===== config.mk =====
export PLATFORM = sky130hd
export DESIGN_NAME = led_strip_macro_sequencer
export DESIGN_NICKNAME = d
export VERILOG_FILES = /design/src/lsms_pkg.sv /design/src/lsms_ram.sv /design/src/lsms_ctrl.sv /design/src/lsms_dp.sv /design/src/led_strip_macro_sequencer.sv
export SDC_FILE = /design/constraint.sdc
export NUM_CORES = 2
export LEC_CHECK = 0
export BUFFER_PORTS_ARGS = -buffer_cell sky130_fd_sc_hd__buf_2
export CAP_MARGIN = 40
export CORE_MARGIN = 2
export CORE_UTILIZATION = 55
export DETAILED_ROUTE_END_ITERATION = 6
export GPL_ROUTABILITY_DRIVEN = 0
export PLACE_DENSITY = 0.69
export SYNTH_ARGS = -nofsm -noshare
export SYNTH_HDL_FRONTEND = slang
export SYNTH_HIERARCHICAL = 1
export SYNTH_SLANG_ARGS = --single-unit
export TNS_END_PERCENT = 100

===== constraint.sdc =====
create_clock -name aclk -period 12.52 [get_ports aclk]
set_input_delay 3.13 -clock aclk [delete_from_list [all_inputs] [get_ports aclk]]
set_output_delay 3.13 -clock aclk [all_outputs]
set_load 0.01 [all_outputs]

===== src/lsms_pkg.sv =====
// lsms_pkg: shared types, constants and helper functions for the LED strip
// macro sequencer (controller, datapath, top level and checkers).
// No dependencies.
package lsms_pkg;

    // default sizes
    localparam int PROG_DEPTH_DEF = 256;
    localparam int LED_SLOTS_DEF  = 64;

    // fixed field and state widths
    localparam int FUNC_W     = 2;
    localparam int ADDR_W     = 8;
    localparam int BYTE_W     = 8;
    localparam int TIME_W     = 32;
    localparam int COUNT_W    = 7;
    localparam int LEN_W      = 9;
    localparam int POS_W      = 10;
    localparam int NUM_W      = 14;
    localparam int SUM_W      = 17;
    localparam int DELAY_W    = 24;
    localparam int IDX_W      = 6;
    localparam int COLOR_W    = 8;
    localparam int CFG_IDX_W  = 1;
    localparam int CFG_DATA_W = 9;

    localparam logic [NUM_W-1:0]   NUM_SAT     = 14'd9999;
    localparam logic [DELAY_W-1:0] MS_PER_SEC  = 24'd1000;
    localparam logic [DELAY_W-1:0] DELAY_RESET = 24'd1000;
    localparam logic [COLOR_W-1:0] LEVEL_FULL  = 8'd127;
    localparam logic [COLOR_W-1:0] LEVEL_ORNG  = 8'd82;
    localparam logic [COLOR_W-1:0] LEVEL_PK_G  = 8'd9;
    localparam logic [COLOR_W-1:0] LEVEL_PK_B  = 8'd73;

    // configuration register indexes
    localparam logic [CFG_IDX_W-1:0] CFG_LED_COUNT = 1'b0;
    localparam logic [CFG_IDX_W-1:0] CFG_PROG_LEN  = 1'b1;

    // program characters
    localparam logic [7:0] CH_S    = "S";
    localparam logic [7:0] CH_E    = "E";
    localparam logic [7:0] CH_L    = "L";
    localparam logic [7:0] CH_R    = "R";
    localparam logic [7:0] CH_G    = "G";
    localparam logic [7:0] CH_B    = "B";
    localparam logic [7:0] CH_D    = "D";
    localparam logic [7:0] CH_X    = "X";
    localparam logic [7:0] CH_W    = "W";
    localparam logic [7:0] CH_Z    = "Z";
    localparam logic [7:0] CH_A    = "A";
    localparam logic [7:0] CH_C    = "C";
    localparam logic [7:0] CH_O    = "O";
    localparam logic [7:0] CH_N    = "N";
    localparam logic [7:0] CH_STOP = ".";
    localparam logic [7:0] CH_REP  = "*";
    localparam logic [7:0] CH_ZERO = "0";
    localparam logic [7:0] CH_NINE = "9";
    localparam logic [7:0] CH_LR   = "r";
    localparam logic [7:0] CH_LG   = "g";
    localparam logic [7:0] CH_LB   = "b";
    localparam logic [7:0] CH_LW   = "w";
    localparam logic [7:0] CH_LY   = "y";
    localparam logic [7:0] CH_LO   = "o";
    localparam logic [7:0] CH_LP   = "p";
    localparam logic [7:0] CH_LC   = "c";
    localparam logic [7:0] CH_LV   = "v";

    typedef enum logic [FUNC_W-1:0] {
        FUNC_LOAD  = 2'd0,
        FUNC_START = 2'd1,
        FUNC_TICK  = 2'd2,
        FUNC_NONE  = 2'd3
    } func_t;

    // what a tick does with the current opcode
    typedef enum logic [2:0] {
        EX_NOP,
        EX_NEXT,
        EX_SPAN,
        EX_WAIT,
        EX_REPEAT
    } exec_class_t;

    // what decode does after fetching an opcode byte
    typedef enum logic [1:0] {
        DC_OTHER,
        DC_NUM,
        DC_LCOL
    } dec_class_t;

    typedef enum logic [2:0] {
        ST_IDLE,
        ST_EXEC,
        ST_EMIT,
        ST_DEC,
        ST_NUM,
        ST_LCOL,
        ST_DONE,
        ST_FRAME
    } state_t;

    typedef struct packed {
        logic load;
        logic start;
        logic tick;
        logic span_setup;
        logic emit_step;
        logic pos_zero;
        logic dec_latch;
        logic num_step;
        logic num_apply;
        logic lcol_apply;
        logic frame_out;
    } cmd_t;

    typedef struct packed {
        exec_class_t exec_class;
        dec_class_t  dec_class;
        logic        dec_ok;
        logic        fb_digit;
        logic        span_more;
        logic        wait_done;
        logic        out_free;
        logic        wrote;
    } status_t;

    typedef struct packed {
        logic               hit;
        logic [COLOR_W-1:0] r;
        logic [COLOR_W-1:0] g;
        logic [COLOR_W-1:0] b;
    } preset_t;

    function automatic exec_class_t exec_class_of(input logic [7:0] op);
        exec_class_t c;
        begin
            case (op)
                CH_N, CH_S, CH_E, CH_L, CH_R, CH_G, CH_B, CH_D, CH_X: c = EX_NEXT;
                CH_Z, CH_A, CH_C, CH_O: c = EX_SPAN;
                CH_W:    c = EX_WAIT;
                CH_REP:  c = EX_REPEAT;
                default: c = EX_NOP;
            endcase
            return c;
        end
    endfunction

    function automatic dec_class_t dec_class_of(input logic [7:0] op);
        dec_class_t c;
        begin
            case (op)
                CH_S, CH_E, CH_R, CH_G, CH_B, CH_D, CH_X: c = DC_NUM;
                CH_L:    c = DC_LCOL;
                default: c = DC_OTHER;
            endcase
            return c;
        end
    endfunction

    function automatic preset_t preset_of(input logic [7:0] ch);
        preset_t p;
        begin
            p = '{hit: 1'b1, r: '0, g: '0, b: '0};
            case (ch)
                CH_LR:   p.r = LEVEL_FULL;
                CH_LG:   p.g = LEVEL_FULL;
                CH_LB:   p.b = LEVEL_FULL;
                CH_LW:   begin p.r = LEVEL_FULL; p.g = LEVEL_FULL; p.b = LEVEL_FULL; end
                CH_LY:   begin p.r = LEVEL_FULL; p.g = LEVEL_FULL; end
                CH_LO:   begin p.r = LEVEL_FULL; p.g = LEVEL_ORNG; end
                CH_LP:   begin p.r = LEVEL_FULL; p.g = LEVEL_PK_G; p.b = LEVEL_PK_B; end
                CH_LC:   begin p.g = LEVEL_FULL; p.b = LEVEL_FULL; end
                CH_LV:   begin p.r = LEVEL_FULL; p.b = LEVEL_FULL; end
                default: p.hit = 1'b0;
            endcase
            return p;
        end
    endfunction

endpackage


===== src/lsms_ram.sv =====
// lsms_ram: generic single-write, single-read RAM with registered read data.
// No dependencies.
module lsms_ram #(
    parameter int WIDTH = 8,
    parameter int DEPTH = 256
) (
    input  logic                     aclk,
    input  logic                     we,
    input  logic [$clog2(DEPTH)-1:0] waddr,
    input  logic [WIDTH-1:0]         wdata,
    input  logic [$clog2(DEPTH)-1:0] raddr,
    output logic [WIDTH-1:0]         rdata
);

    logic [WIDTH-1:0] mem [DEPTH];

    // write port and registered read
    always_ff @(posedge aclk) begin
        if (we) begin
            mem[waddr] <= wdata;
        end
        rdata <= mem[raddr];
    end

endmodule


===== src/lsms_ctrl.sv =====
// lsms_ctrl: sequencing state machine of the LED strip macro sequencer.
// Depends on lsms_pkg; drives datapath commands from datapath status.
module lsms_ctrl (
    input  logic                     aclk,
    input  logic                     aresetn,
    input  logic                     s_valid,
    input  logic [lsms_pkg::FUNC_W-1:0] s_func,
    output logic                     s_ready,
    output lsms_pkg::cmd_t           cmd,
    input  lsms_pkg::status_t        sts
);
    import lsms_pkg::*;

    state_t state_reg, state_next;
    logic   tick_reg, tick_next;

    // state register
    always_ff @(posedge aclk) begin
        if (!aresetn) begin
            state_reg <= ST_IDLE;
            tick_reg  <= 1'b0;
        end else begin
            state_reg <= state_next;
            tick_reg  <= tick_next;
        end
    end

    // next state and commands
    always_comb begin
        state_next = state_reg;
        tick_next  = tick_reg;
        cmd        = '0;
        s_ready    = 1'b0;
        unique case (state_reg)
            ST_IDLE: begin
                s_ready = 1'b1;
                if (s_valid) begin
                    unique case (func_t'(s_func))
                        FUNC_LOAD: cmd.load = 1'b1;
                        FUNC_START: begin
                            cmd.start  = 1'b1;
                            tick_next  = 1'b0;
                            state_next = ST_DEC;
                        end
                        FUNC_TICK: begin
                            cmd.tick   = 1'b1;
                            tick_next  = 1'b1;
                            state_next = ST_EXEC;
                        end
                        default: ;
                    endcase
                end
            end
            ST_EXEC: begin
                unique case (sts.exec_class)
                    EX_SPAN: begin
                        cmd.span_setup = 1'b1;
                        state_next     = ST_EMIT;
                    end
                    EX_NEXT: state_next = ST_DEC;
                    EX_REPEAT: begin
                        cmd.pos_zero = 1'b1;
                        state_next   = ST_DEC;
                    end
                    EX_WAIT: state_next = sts.wait_done ? ST_DEC : ST_FRAME;
                    default: state_next = ST_FRAME;
                endcase
            end
            ST_EMIT: begin
                if (!sts.span_more) begin
                    state_next = ST_DEC;
                end else if (sts.out_free) begin
                    cmd.emit_step = 1'b1;
                end
            end
            ST_DEC: begin
                if (!sts.dec_ok) begin
                    state_next = ST_DONE;
                end else begin
                    cmd.dec_latch = 1'b1;
                    unique case (sts.dec_class)
                        DC_NUM:  state_next = ST_NUM;
                        DC_LCOL: state_next = ST_LCOL;
                        default: state_next = ST_DONE;
                    endcase
                end
            end
            ST_NUM: begin
                if (sts.fb_digit) begin
                    cmd.num_step = 1'b1;
                end else begin
                    cmd.num_apply = 1'b1;
                    state_next    = ST_DONE;
                end
            end
            ST_LCOL: begin
                cmd.lcol_apply = 1'b1;
                state_next     = ST_DONE;
            end
            ST_DONE: begin
                state_next = (tick_reg && !sts.wrote) ? ST_FRAME : ST_IDLE;
            end
            ST_FRAME: begin
                if (sts.out_free) begin
                    cmd.frame_out = 1'b1;
                    state_next    = ST_IDLE;
                end
            end
            default: state_next = ST_IDLE;
        endcase
    end

endmodule


===== src/lsms_dp.sv =====
// lsms_dp: datapath of the LED strip macro sequencer: program RAM, read
// position, number parser, colour/range/delay state and the output register.
// Depends on lsms_pkg and lsms_ram.
module lsms_dp #(
    parameter int PROG_DEPTH = lsms_pkg::PROG_DEPTH_DEF,
    parameter int LED_SLOTS  = lsms_pkg::LED_SLOTS_DEF
) (
    input  logic                          aclk,
    input  logic                          aresetn,
    input  lsms_pkg::cmd_t                cmd,
    output lsms_pkg::status_t             sts,
    input  logic [lsms_pkg::ADDR_W-1:0]   s_prog_addr,
    input  logic [lsms_pkg::BYTE_W-1:0]   s_prog_byte,
    input  logic [lsms_pkg::TIME_W-1:0]   s_now_ms,
    input  logic                          cfg_wen,
    input  logic [lsms_pkg::CFG_IDX_W-1:0]  cfg_index,
    input  logic [lsms_pkg::CFG_DATA_W-1:0] cfg_wdata,
    output logic                          m_valid,
    input  logic                          m_ready,
    output logic                          m_write_valid,
    output logic [lsms_pkg::IDX_W-1:0]    m_led_index,
    output logic [lsms_pkg::COLOR_W-1:0]  m_red,
    output logic [lsms_pkg::COLOR_W-1:0]  m_green,
    output logic [lsms_pkg::COLOR_W-1:0]  m_blue,
    output logic                          m_last
);
    import lsms_pkg::*;

    localparam int AW = $clog2(PROG_DEPTH);

    // configuration
    logic [COUNT_W-1:0] led_count_reg;
    logic [LEN_W-1:0]   prog_len_reg;

    // sequencer state
    logic [POS_W-1:0]   pos_reg, pos_next;
    logic [7:0]         opcode_reg;
    logic [IDX_W-1:0]   rfirst_reg, rlast_reg;
    logic [COLOR_W-1:0] red_reg, green_reg, blue_reg;
    logic [DELAY_W-1:0] delay_reg;
    logic [TIME_W-1:0]  wait_begin_reg, now_reg;
    logic               started_reg;
    logic [NUM_W-1:0]   num_reg;
    logic               any_reg;
    logic [COUNT_W-1:0] idx_reg, hi_reg;
    logic               lit_reg;
    logic               wrote_reg;

    // output register
    logic               ov_reg, owv_reg, olast_reg;
    logic [IDX_W-1:0]   oidx_reg;
    logic [COLOR_W-1:0] ored_reg, ogreen_reg, oblue_reg;

    logic [COUNT_W-1:0] cnt;
    logic [LEN_W-1:0]   len;
    logic [BYTE_W-1:0]  rdata, fb;
    logic [3:0]         digit;
    logic [SUM_W-1:0]   num_sum;
    logic [NUM_W-1:0]   num_sat;
    logic [COUNT_W-1:0] idx_inc;
    logic               span_last;
    logic               out_free;
    logic [TIME_W-1:0]  elapsed;
    preset_t            pre;

    // effective strip size and program length
    assign cnt = (led_count_reg < LED_SLOTS) ? led_count_reg : COUNT_W'(LED_SLOTS);
    assign len = (prog_len_reg < PROG_DEPTH) ? prog_len_reg : LEN_W'(PROG_DEPTH);

    // program store, read address follows the next read position
    lsms_ram #(
        .WIDTH (BYTE_W),
        .DEPTH (PROG_DEPTH)
    ) u_ram (
        .aclk  (aclk),
        .we    (cmd.load),
        .waddr (AW'(32'(s_prog_addr) % PROG_DEPTH)),
        .wdata (s_prog_byte),
        .raddr (AW'(pos_next)),
        .rdata (rdata)
    );

    // fetched byte, bytes past the length read as zero
    assign fb = (pos_reg < POS_W'(len)) ? rdata : '0;

    // decimal accumulate with saturation
    assign digit   = 4'(fb - CH_ZERO);
    assign num_sum = SUM_W'({num_reg, 3'b000}) + SUM_W'({num_reg, 1'b0}) + SUM_W'(digit);
    assign num_sat = (num_sum > SUM_W'(NUM_SAT)) ? NUM_SAT : NUM_W'(num_sum);

    // span bookkeeping
    assign idx_inc   = idx_reg + 1'b1;
    assign span_last = !((idx_inc <= hi_reg) && (idx_inc < cnt));
    assign out_free  = !ov_reg || m_ready;
    assign elapsed   = now_reg - wait_begin_reg;
    assign pre       = preset_of(fb);

    // status to controller
    always_comb begin
        sts.exec_class = exec_class_of(opcode_reg);
        sts.dec_class  = dec_class_of(fb);
        sts.dec_ok     = started_reg && (pos_reg < POS_W'(len));
        sts.fb_digit   = (fb >= CH_ZERO) && (fb <= CH_NINE);
        sts.span_more  = (idx_reg <= hi_reg) && (idx_reg < cnt);
        sts.wait_done  = elapsed > TIME_W'(delay_reg);
        sts.out_free   = out_free;
        sts.wrote      = wrote_reg;
    end

    // read position update
    always_comb begin
        pos_next = pos_reg;
        if (cmd.start || cmd.pos_zero) begin
            pos_next = '0;
        end else if (cmd.dec_latch) begin
            if (fb != CH_STOP) begin
                pos_next = pos_reg + 1'b1;
            end
        end else if (cmd.num_step || cmd.lcol_apply) begin
            pos_next = pos_reg + 1'b1;
        end
    end

    // configuration registers
    always_ff @(posedge aclk) begin
        if (!aresetn) begin
            led_count_reg <= '0;
            prog_len_reg  <= '0;
        end else if (cfg_wen) begin
            unique case (cfg_index)
                CFG_LED_COUNT: led_count_reg <= COUNT_W'(cfg_wdata);
                CFG_PROG_LEN:  prog_len_reg  <= cfg_wdata;
                default: ;
            endcase
        end
    end

    // sequencer state registers
    always_ff @(posedge aclk) begin
        if (!aresetn) begin
            pos_reg        <= '0;
            opcode_reg     <= '0;
            rfirst_reg     <= '0;
            rlast_reg      <= '0;
            red_reg        <= LEVEL_FULL;
            green_reg      <= '0;
            blue_reg       <= '0;
            delay_reg      <= DELAY_RESET;
            wait_begin_reg <= '0;
            started_reg    <= 1'b0;
            wrote_reg      <= 1'b0;
        end else begin
            pos_reg <= pos_next;
            if (cmd.start) begin
                started_reg <= 1'b1;
            end
            if (cmd.tick) begin
                wrote_reg <= 1'b0;
            end else if (cmd.emit_step) begin
                wrote_reg <= 1'b1;
            end
            if (cmd.dec_latch) begin
                opcode_reg <= fb;
                if (fb == CH_W) begin
                    wait_begin_reg <= now_reg;
                end
            end
            if (cmd.num_apply && any_reg) begin
                case (opcode_reg)
                    CH_S: begin
                        if (num_reg < NUM_W'(cnt)) begin
                            rfirst_reg <= IDX_W'(num_reg);
                            rlast_reg  <= IDX_W'(num_reg);
                        end
                    end
                    CH_E: begin
                        if (num_reg < NUM_W'(cnt)) begin
                            rlast_reg <= IDX_W'(num_reg);
                        end
                    end
                    CH_R: red_reg   <= COLOR_W'(num_reg);
                    CH_G: green_reg <= COLOR_W'(num_reg);
                    CH_B: blue_reg  <= COLOR_W'(num_reg);
                    CH_D: delay_reg <= DELAY_W'(num_reg) * MS_PER_SEC;
                    CH_X: delay_reg <= DELAY_W'(num_reg);
                    default: ;
                endcase
            end
            if (cmd.lcol_apply && pre.hit) begin
                red_reg   <= pre.r;
                green_reg <= pre.g;
                blue_reg  <= pre.b;
            end
        end
    end

    // working registers, no reset needed
    always_ff @(posedge aclk) begin
        if (cmd.start || cmd.tick) begin
            now_reg <= s_now_ms;
        end
        if (cmd.dec_latch) begin
            num_reg <= '0;
            any_reg <= 1'b0;
        end else if (cmd.num_step) begin
            num_reg <= num_sat;
            any_reg <= 1'b1;
        end
        if (cmd.span_setup) begin
            if (opcode_reg == CH_Z || opcode_reg == CH_A) begin
                idx_reg <= '0;
                hi_reg  <= cnt - 1'b1;
            end else begin
                idx_reg <= COUNT_W'(rfirst_reg);
                hi_reg  <= COUNT_W'(rlast_reg);
            end
            lit_reg <= (opcode_reg == CH_A) || (opcode_reg == CH_O);
        end else if (cmd.emit_step) begin
            idx_reg <= idx_inc;
        end
    end

    // output register valid
    always_ff @(posedge aclk) begin
        if (!aresetn) begin
            ov_reg <= 1'b0;
        end else if (cmd.emit_step || cmd.frame_out) begin
            ov_reg <= 1'b1;
        end else if (m_ready) begin
            ov_reg <= 1'b0;
        end
    end

    // output register payload
    always_ff @(posedge aclk) begin
        if (cmd.emit_step) begin
            owv_reg    <= 1'b1;
            oidx_reg   <= IDX_W'(idx_reg);
            ored_reg   <= lit_reg ? red_reg   : '0;
            ogreen_reg <= lit_reg ? green_reg : '0;
            oblue_reg  <= lit_reg ? blue_reg  : '0;
            olast_reg  <= span_last;
        end else if (cmd.frame_out) begin
            owv_reg    <= 1'b0;
            oidx_reg   <= '0;
            ored_reg   <= '0;
            ogreen_reg <= '0;
            oblue_reg  <= '0;
            olast_reg  <= 1'b1;
        end
    end

    assign m_valid       = ov_reg;
    assign m_write_valid = owv_reg;
    assign m_led_index   = oidx_reg;
    assign m_red         = ored_reg;
    assign m_green       = ogreen_reg;
    assign m_blue        = oblue_reg;
    assign m_last        = olast_reg;

endmodule


===== src/led_strip_macro_sequencer.sv =====
// A load writes one program byte; a start fetches the first instruction and its operand,
// a preset letter or a run of digits.
// A tick executes the current opcode, with up to 64 LED writes for a span, then fetches
// the next instruction and its operand; an unknown opcode or a wait still running only
// closes the frame. Output stalls hold the block. Sequential: one item in work at a time.
// Reset (aresetn, synchronous, active low) clears config and state, not the program store.
module led_strip_macro_sequencer #(
    parameter int PROG_DEPTH = lsms_pkg::PROG_DEPTH_DEF,
    parameter int LED_SLOTS  = lsms_pkg::LED_SLOTS_DEF
) (
    input  logic                            aclk,
    input  logic                            aresetn,
    input  logic                            s_valid,
    output logic                            s_ready,
    input  logic [lsms_pkg::FUNC_W-1:0]     s_func,
    input  logic [lsms_pkg::ADDR_W-1:0]     s_prog_addr,
    input  logic [lsms_pkg::BYTE_W-1:0]     s_prog_byte,
    input  logic [lsms_pkg::TIME_W-1:0]     s_now_ms,
    input  logic                            cfg_wen,
    input  logic [lsms_pkg::CFG_IDX_W-1:0]  cfg_index,
    input  logic [lsms_pkg::CFG_DATA_W-1:0] cfg_wdata,
    output logic                            m_valid,
    input  logic                            m_ready,
    output logic                            m_write_valid,
    output logic [lsms_pkg::IDX_W-1:0]      m_led_index,
    output logic [lsms_pkg::COLOR_W-1:0]    m_red,
    output logic [lsms_pkg::COLOR_W-1:0]    m_green,
    output logic [lsms_pkg::COLOR_W-1:0]    m_blue,
    output logic                            m_last
);
    import lsms_pkg::*;

    cmd_t    cmd;
    status_t sts;

    // controller
    lsms_ctrl u_ctrl (
        .aclk    (aclk),
        .aresetn (aresetn),
        .s_valid (s_valid),
        .s_func  (s_func),
        .s_ready (s_ready),
        .cmd     (cmd),
        .sts     (sts)
    );

    // datapath
    lsms_dp #(
        .PROG_DEPTH (PROG_DEPTH),
        .LED_SLOTS  (LED_SLOTS)
    ) u_dp (
        .aclk          (aclk),
        .aresetn       (aresetn),
        .cmd           (cmd),
        .sts           (sts),
        .s_prog_addr   (s_prog_addr),
        .s_prog_byte   (s_prog_byte),
        .s_now_ms      (s_now_ms),
        .cfg_wen       (cfg_wen),
        .cfg_index     (cfg_index),
        .cfg_wdata     (cfg_wdata),
        .m_valid       (m_valid),
        .m_ready       (m_ready),
        .m_write_valid (m_write_valid),
        .m_led_index   (m_led_index),
        .m_red         (m_red),
        .m_green       (m_green),
        .m_blue        (m_blue),
        .m_last        (m_last)
    );

endmodule


# Yosys cells after proc, flatten, opt, wreduce, memory -nomap -nowiden
# Memory sizes are Yosys's and may differ from the RTL's. A register that Yosys moved wholly into a read port is not among the register bits.
# Index checks and enable logic that the tools add are counted.
[classes]
add_sub_neg = 7
multipliers = 1
n_lt_le_gt_ge = 12
eq_ne = 55
n_mux = 75
n_bitwise = 2
n_reduce_logical = 52
[ops]
columns = ["operator", "n"]
rows = [
  ["equality test 8 x 7 -> 1 bit (second input constant)", 32],
  ["two-way mux 8 bit", 18],
  ["one-hot mux 24 bit (2 select lines)", 1],
  ["greater-than comparator 32 x 24 -> 1 bit", 1],
  ["subtractor 32 bit", 1],
  ["two-way mux 10 bit", 3],
  ["two-way mux 7 bit", 4],
  ["two-way mux 1 bit", 24],
  ["two-way mux 3 bit", 8],
  ["two-way mux 6 bit", 4],
  ["one-hot mux 3 bit (8 select lines)", 1],
  ["multiplier 14 x 7 -> 21 bit (second input constant)", 1],
  ["one-hot mux 7 bit (3 select lines)", 1],
  ["nonzero test 2 bit", 10],
  ["OR reduction 9 bit", 2],
  ["adder 17 x 15 -> 17 bit", 1],
  ["adder 17 x 4 -> 17 bit", 1],
  ["greater-than comparator 17 x 14 -> 1 bit (second input constant)", 1],
  ["AND reduction 2 bit", 8],
  ["equality test 3 bit (second input constant)", 5],
  ["less-or-equal comparator 7 bit", 2],
  ["< comparator 14 x 7 -> 1 bit", 1],
  ["< comparator 7 bit", 2],
  ["two-way mux 14 bit", 1],
  ["38 further kinds", 71],
]
[word_totals]
regBits = 227
ram_bits = 2048
input_bits = 65
output_inout_bits = 34
word_cells = 235
mem_count = 1
[memory_table]
columns = ["name", "depth", "width", "read_ports", "rd_clocked_by_memory_dff", "write_ports", "line_no", "rtl"]
rows = [
  ["u_dp.u_ram.mem", 256, 8, 1, 1, 1, "lsms_ram.sv:15", "logic [WIDTH-1:0] mem [DEPTH];"],
]

# Depth between registers and ports, before layout
[depth]
ltp_word = 12
mapped_depth = 28
ltp_nobuf = 26

# By module
# The synthesis kept the hierarchy.
[modules_own_cells]
columns = ["module", "n_inst", "cells_per_inst", "area_per_inst_um2", "seq_area_each_um2"]
rows = [
  ["lsms_ram", 1, 3733, 79556.3, 61659.1],
  ["lsms_dp", 1, 1597, 15046.9, 5245.0],
  ["lsms_ctrl", 1, 70, 485.5, 80.1],
]

# Worst setup path after synthesis
# OpenSTA, ideal clock, no wires.
[synth_path]
kind = "input to register"
start = "input port s_func[1] (netlist bit)"
end = "register u_dp.u_ram.rdata[2] (read register of u_dp.u_ram.mem)"
setup_time_ns = 0.131
t_arrival_ns = 5.968
t_required_ns = 12.389
slack_ns = 6.421
stages = 15
n_path_buf = 5
path_cell_list = "inv_1 -> ha_1 -> and2_1 -> or2_2 -> clkbuf_1 -> nor2_1 -> buf_6 -> buf_12 -> buf_8 -> buf_2 -> mux4_2 -> a22oi_1 -> a21oi_1 -> nor4_1 -> nor4_2"
[synth_lines]
columns = ["element", "line_no", "rtl"]
rows = [
  ["from (decl)", "led_strip_macro_sequencer.sv:15", "input logic [lsms_pkg::FUNC_W-1:0] s_func,"],
  ["to (decl)", "lsms_ram.sv:12", "output logic [WIDTH-1:0] rdata"],
]

==> metrics <==
status completed; H-tree depth 4; Comb power frac 24.1%; core area 0.172 mm^2; final WL 229000 um; most common cell after layout, fill and taps aside edfxtp_1; Die Ht 420 um; Net Sw Frac 27.7%; row cnt 152; CP cell instances clkinv_1 > nand2_1 > ha_1 > a21o_1 > a21o_1 > a21oi_1 > o211ai_1 > nand2_1 > and2_1 > nand2_1 > nor3b_2 > buf_4 > clkinv_1 > nor3_1 > a31oi_2 > xnor2_1 > nor2_4 > buf_4 > mux4_2 > a22o_1 > a221oi_1 > o221ai_1 > a211oi_1 > nor4_1; Hold Vio Cnt, Final 0; worst vdd rail ir drop 0.429 mV; Psw 5.53 mW; number of port buffers 98; DRT iter0 DRCs 6667; antenna-violating nets left 0; Tightest Pin Transition 0.976 ns; Synth Area in Adders 3.42%; Hold Path Depth 1; leading cell types in the layout, fill and taps excluded 2126 x edfxtp_1, 469 x nor2_1, 454 x mux4_2; drt drc 0; Setup Fix Bufs, Post-CTS 0; Post-synth EDFFs 2126; # IOs 99; top_reg_cell synth edfxtp_1; final std cells w/o fill 8103; largest cells by area after synthesis edfxtp_1 67%, mux4_2 11%, dfxtp_1 3.3%; Synth Cell Area 0.0951 mm^2; initial antenna violation count 8; Fmax achieved 0.124 GHz; M2 GR Usage 41.4%; Hold WC Path Type reg2reg; Slew HR 34.3%; share of power burned in registers 42.6%; post-cts sizing count 0; post-synthesis mux area share 13.0%; main combinational cell family by area after synthesis multiplexers; Pint 14.4 mW; Nets 5899; synthesis-stage register bit count 2283; kind of start point of the critical path flip-flop; initial core utilization 55.4%; RSZ-0062 raised after global routing false; largest area contributor in the netlist edfxtp_1; CP max stage delay 0.77 ns; share of cells above drive strength 1 19.0%; Synth top area share 67.1%; Ys Warns 6; first-pass GRT wire length 337000 um; Synth cell types 103; Layout fillers 12100; CP most frequent cell nand2_1; fin crit share 64.3%; routed len/inst 28.3 um; Crit path required time 13.21 ns; CTS tree done; GRT Residual Overflow 0; die width 420 um; worst slack at placement 4.31 ns; simple-gate area share of the yosys netlist 4.82%; number of CTS-inserted buffers 219; die area 0.176 mm^2; worst setup margin 4.47 ns; All-Layer GR Usage 26.2%; Max Buffers Root-to-Sink 3; Setup CP Type reg2reg; FF-to-FF path depth 24; critical-path maximum fanout 43; slowest CP cell buf_4; Mapped Avg Cell Area 17.6 um^2; Setup violations, final 0; Vias 51800; met3 Use GR 4.58%; XOR/XNOR Fraction of Synth Area 0.617%; max FFs per register 2048; # clock sinks 2283; area of the multi-input gates 0.0260 mm^2; Leak 33.6 nW; Avg Vias per Cell 6.39; cell count after synthesis 5400; number of global-route vias before repair 50800; # Max-Cap Violations 0; fin util 61.6%; Top Usage Layer GRT met2; Max Slew Vio Count 0; crit path DAT 8.74 ns; First-pass DRT Iterations 6; Async SR Flop Fraction 0%; dpl hpwl 143000 um; sequential element share of the synthesized area 70.4%; largest net degree at the start of global routing 138; Min Clock Period, post-route 8.05 ns; register area 0.0670 mm^2; Worst Skew 0.0313 ns; power share of the clock group 33.3%; CP Capture Type flip-flop; Area Overhead vs Synth 11.3%; Post-DP Area 0.0986 mm^2; Synth Area in Compound Gates 5.44%; power per cell area 189 mW/mm^2; met1 global-route usage 37.0%; dpl cells 7688; CTS root buffer clkbuf_16; clk_lat worst skew 0.85 ns; Fin Setup TNS 0 ns; Finished Cell Area 0.106 mm^2; hold buffer count at CTS 0; Reg clk slew, reported paths 0.06 ns; syn_nets 5695
[synthesized netlist by cell type, drive strengths merged, types with 12 or more instances]
library cell / n
ha: 181
o211ai: 17
nand2b: 31
a22oi: 144
buf: 137
inv: 125
nor2b: 51
nor3: 50
and3: 41
edfxtp: 2126
a211oi: 43
o21a: 14
nand4: 20
o22ai: 33
a21o: 42
nor4: 35
mux2i: 203
a21oi: 205
a221oi: 20
mux4: 456
a31oi: 13
nand3: 69
xnor2: 41
xor2: 26
fa: 49
dfxtp: 157
or2: 12
clkbuf: 156
and2: 22
o21ai: 83
nand2: 132
o221ai: 49
nor2: 480
[kinds of logic after synthesis]
kind of cell	after synthesis
XOR/XNOR	67
adder cells (fa/ha/maj)	231
buffers and inverters	422
flip-flops	2283
multiplexers	660
AND/OR/NAND/NOR	982
AO/OA/AOI/OAI	755
[power groups by stage]
stage / Clock, mW / Combinational [mW] / Sequential [mW]
final: 6.64 / 4.82 / 8.49
after global routing: 7.03 / 5.39 / 8.50
after CTS: 6.74 / 4.88 / 8.49
after detailed placement: 0 / 4.84 / 8.65
after global placement: 0 / 4.78 / 8.66
after floorplan: 0 / 3.97 / 8.63
[stage by stage]
stage | hold WS, ns | power, mW
after floorplan | 0.431 | 12.6
after global placement | 0.435 | 13.4
after detailed placement | 0.448 | 13.5
after CTS | 0.459 | 20.1
after global routing | 0.472 | 20.9
final | 0.451 | 20.0
[layout make-up]
class / count / share of cell area [%]
Sequential cell: 2283 / 63.3
Multi-Input combinational cell: 2695 / 24.6
Clock buffer: 269 / 5.48
Tap cell: 2310 / 2.73
Timing Repair Buffer: 276 / 2.07
Clock inverter: 136 / 1.34
Inverter: 129 / 0.459
Antenna cell: 5 / 0.0118
[worst max-delay path: cells and delay by family, from the launching register on]
kind	cells	cell delay, ns
fa+ha+maj	1	0.23
flops	1	0.36
mux	1	0.60
buf+inv	4	1.71
simple gates	8	2.03
compound gates	9	2.64
xor+xnor	1	0.26
[metal layers]
layer  routed length, um  part of all wire, %
met3               21300                  9.3
met4                7440                  3.2
met5                 103                0.045
met2              110000                   48
met1               90700                   40
[path summary, 6_finish.rpt]
| check | from | end | slack (ns) |
|---|---|---|---|
| max | u_dp/prog_len_reg[8] | u_dp/u_ram/rdata[5] | 4.47 |
| max reg2reg | u_dp/prog_len_reg[8] | u_dp/u_ram/rdata[5] | 4.47 |
| min | u_dp/m_write_valid | u_dp/m_write_valid | 0.45 |
| min reg2reg | u_dp/m_write_valid | u_dp/m_write_valid | 0.45 |
Note: power is estimated with default switching activity, not from simulation.
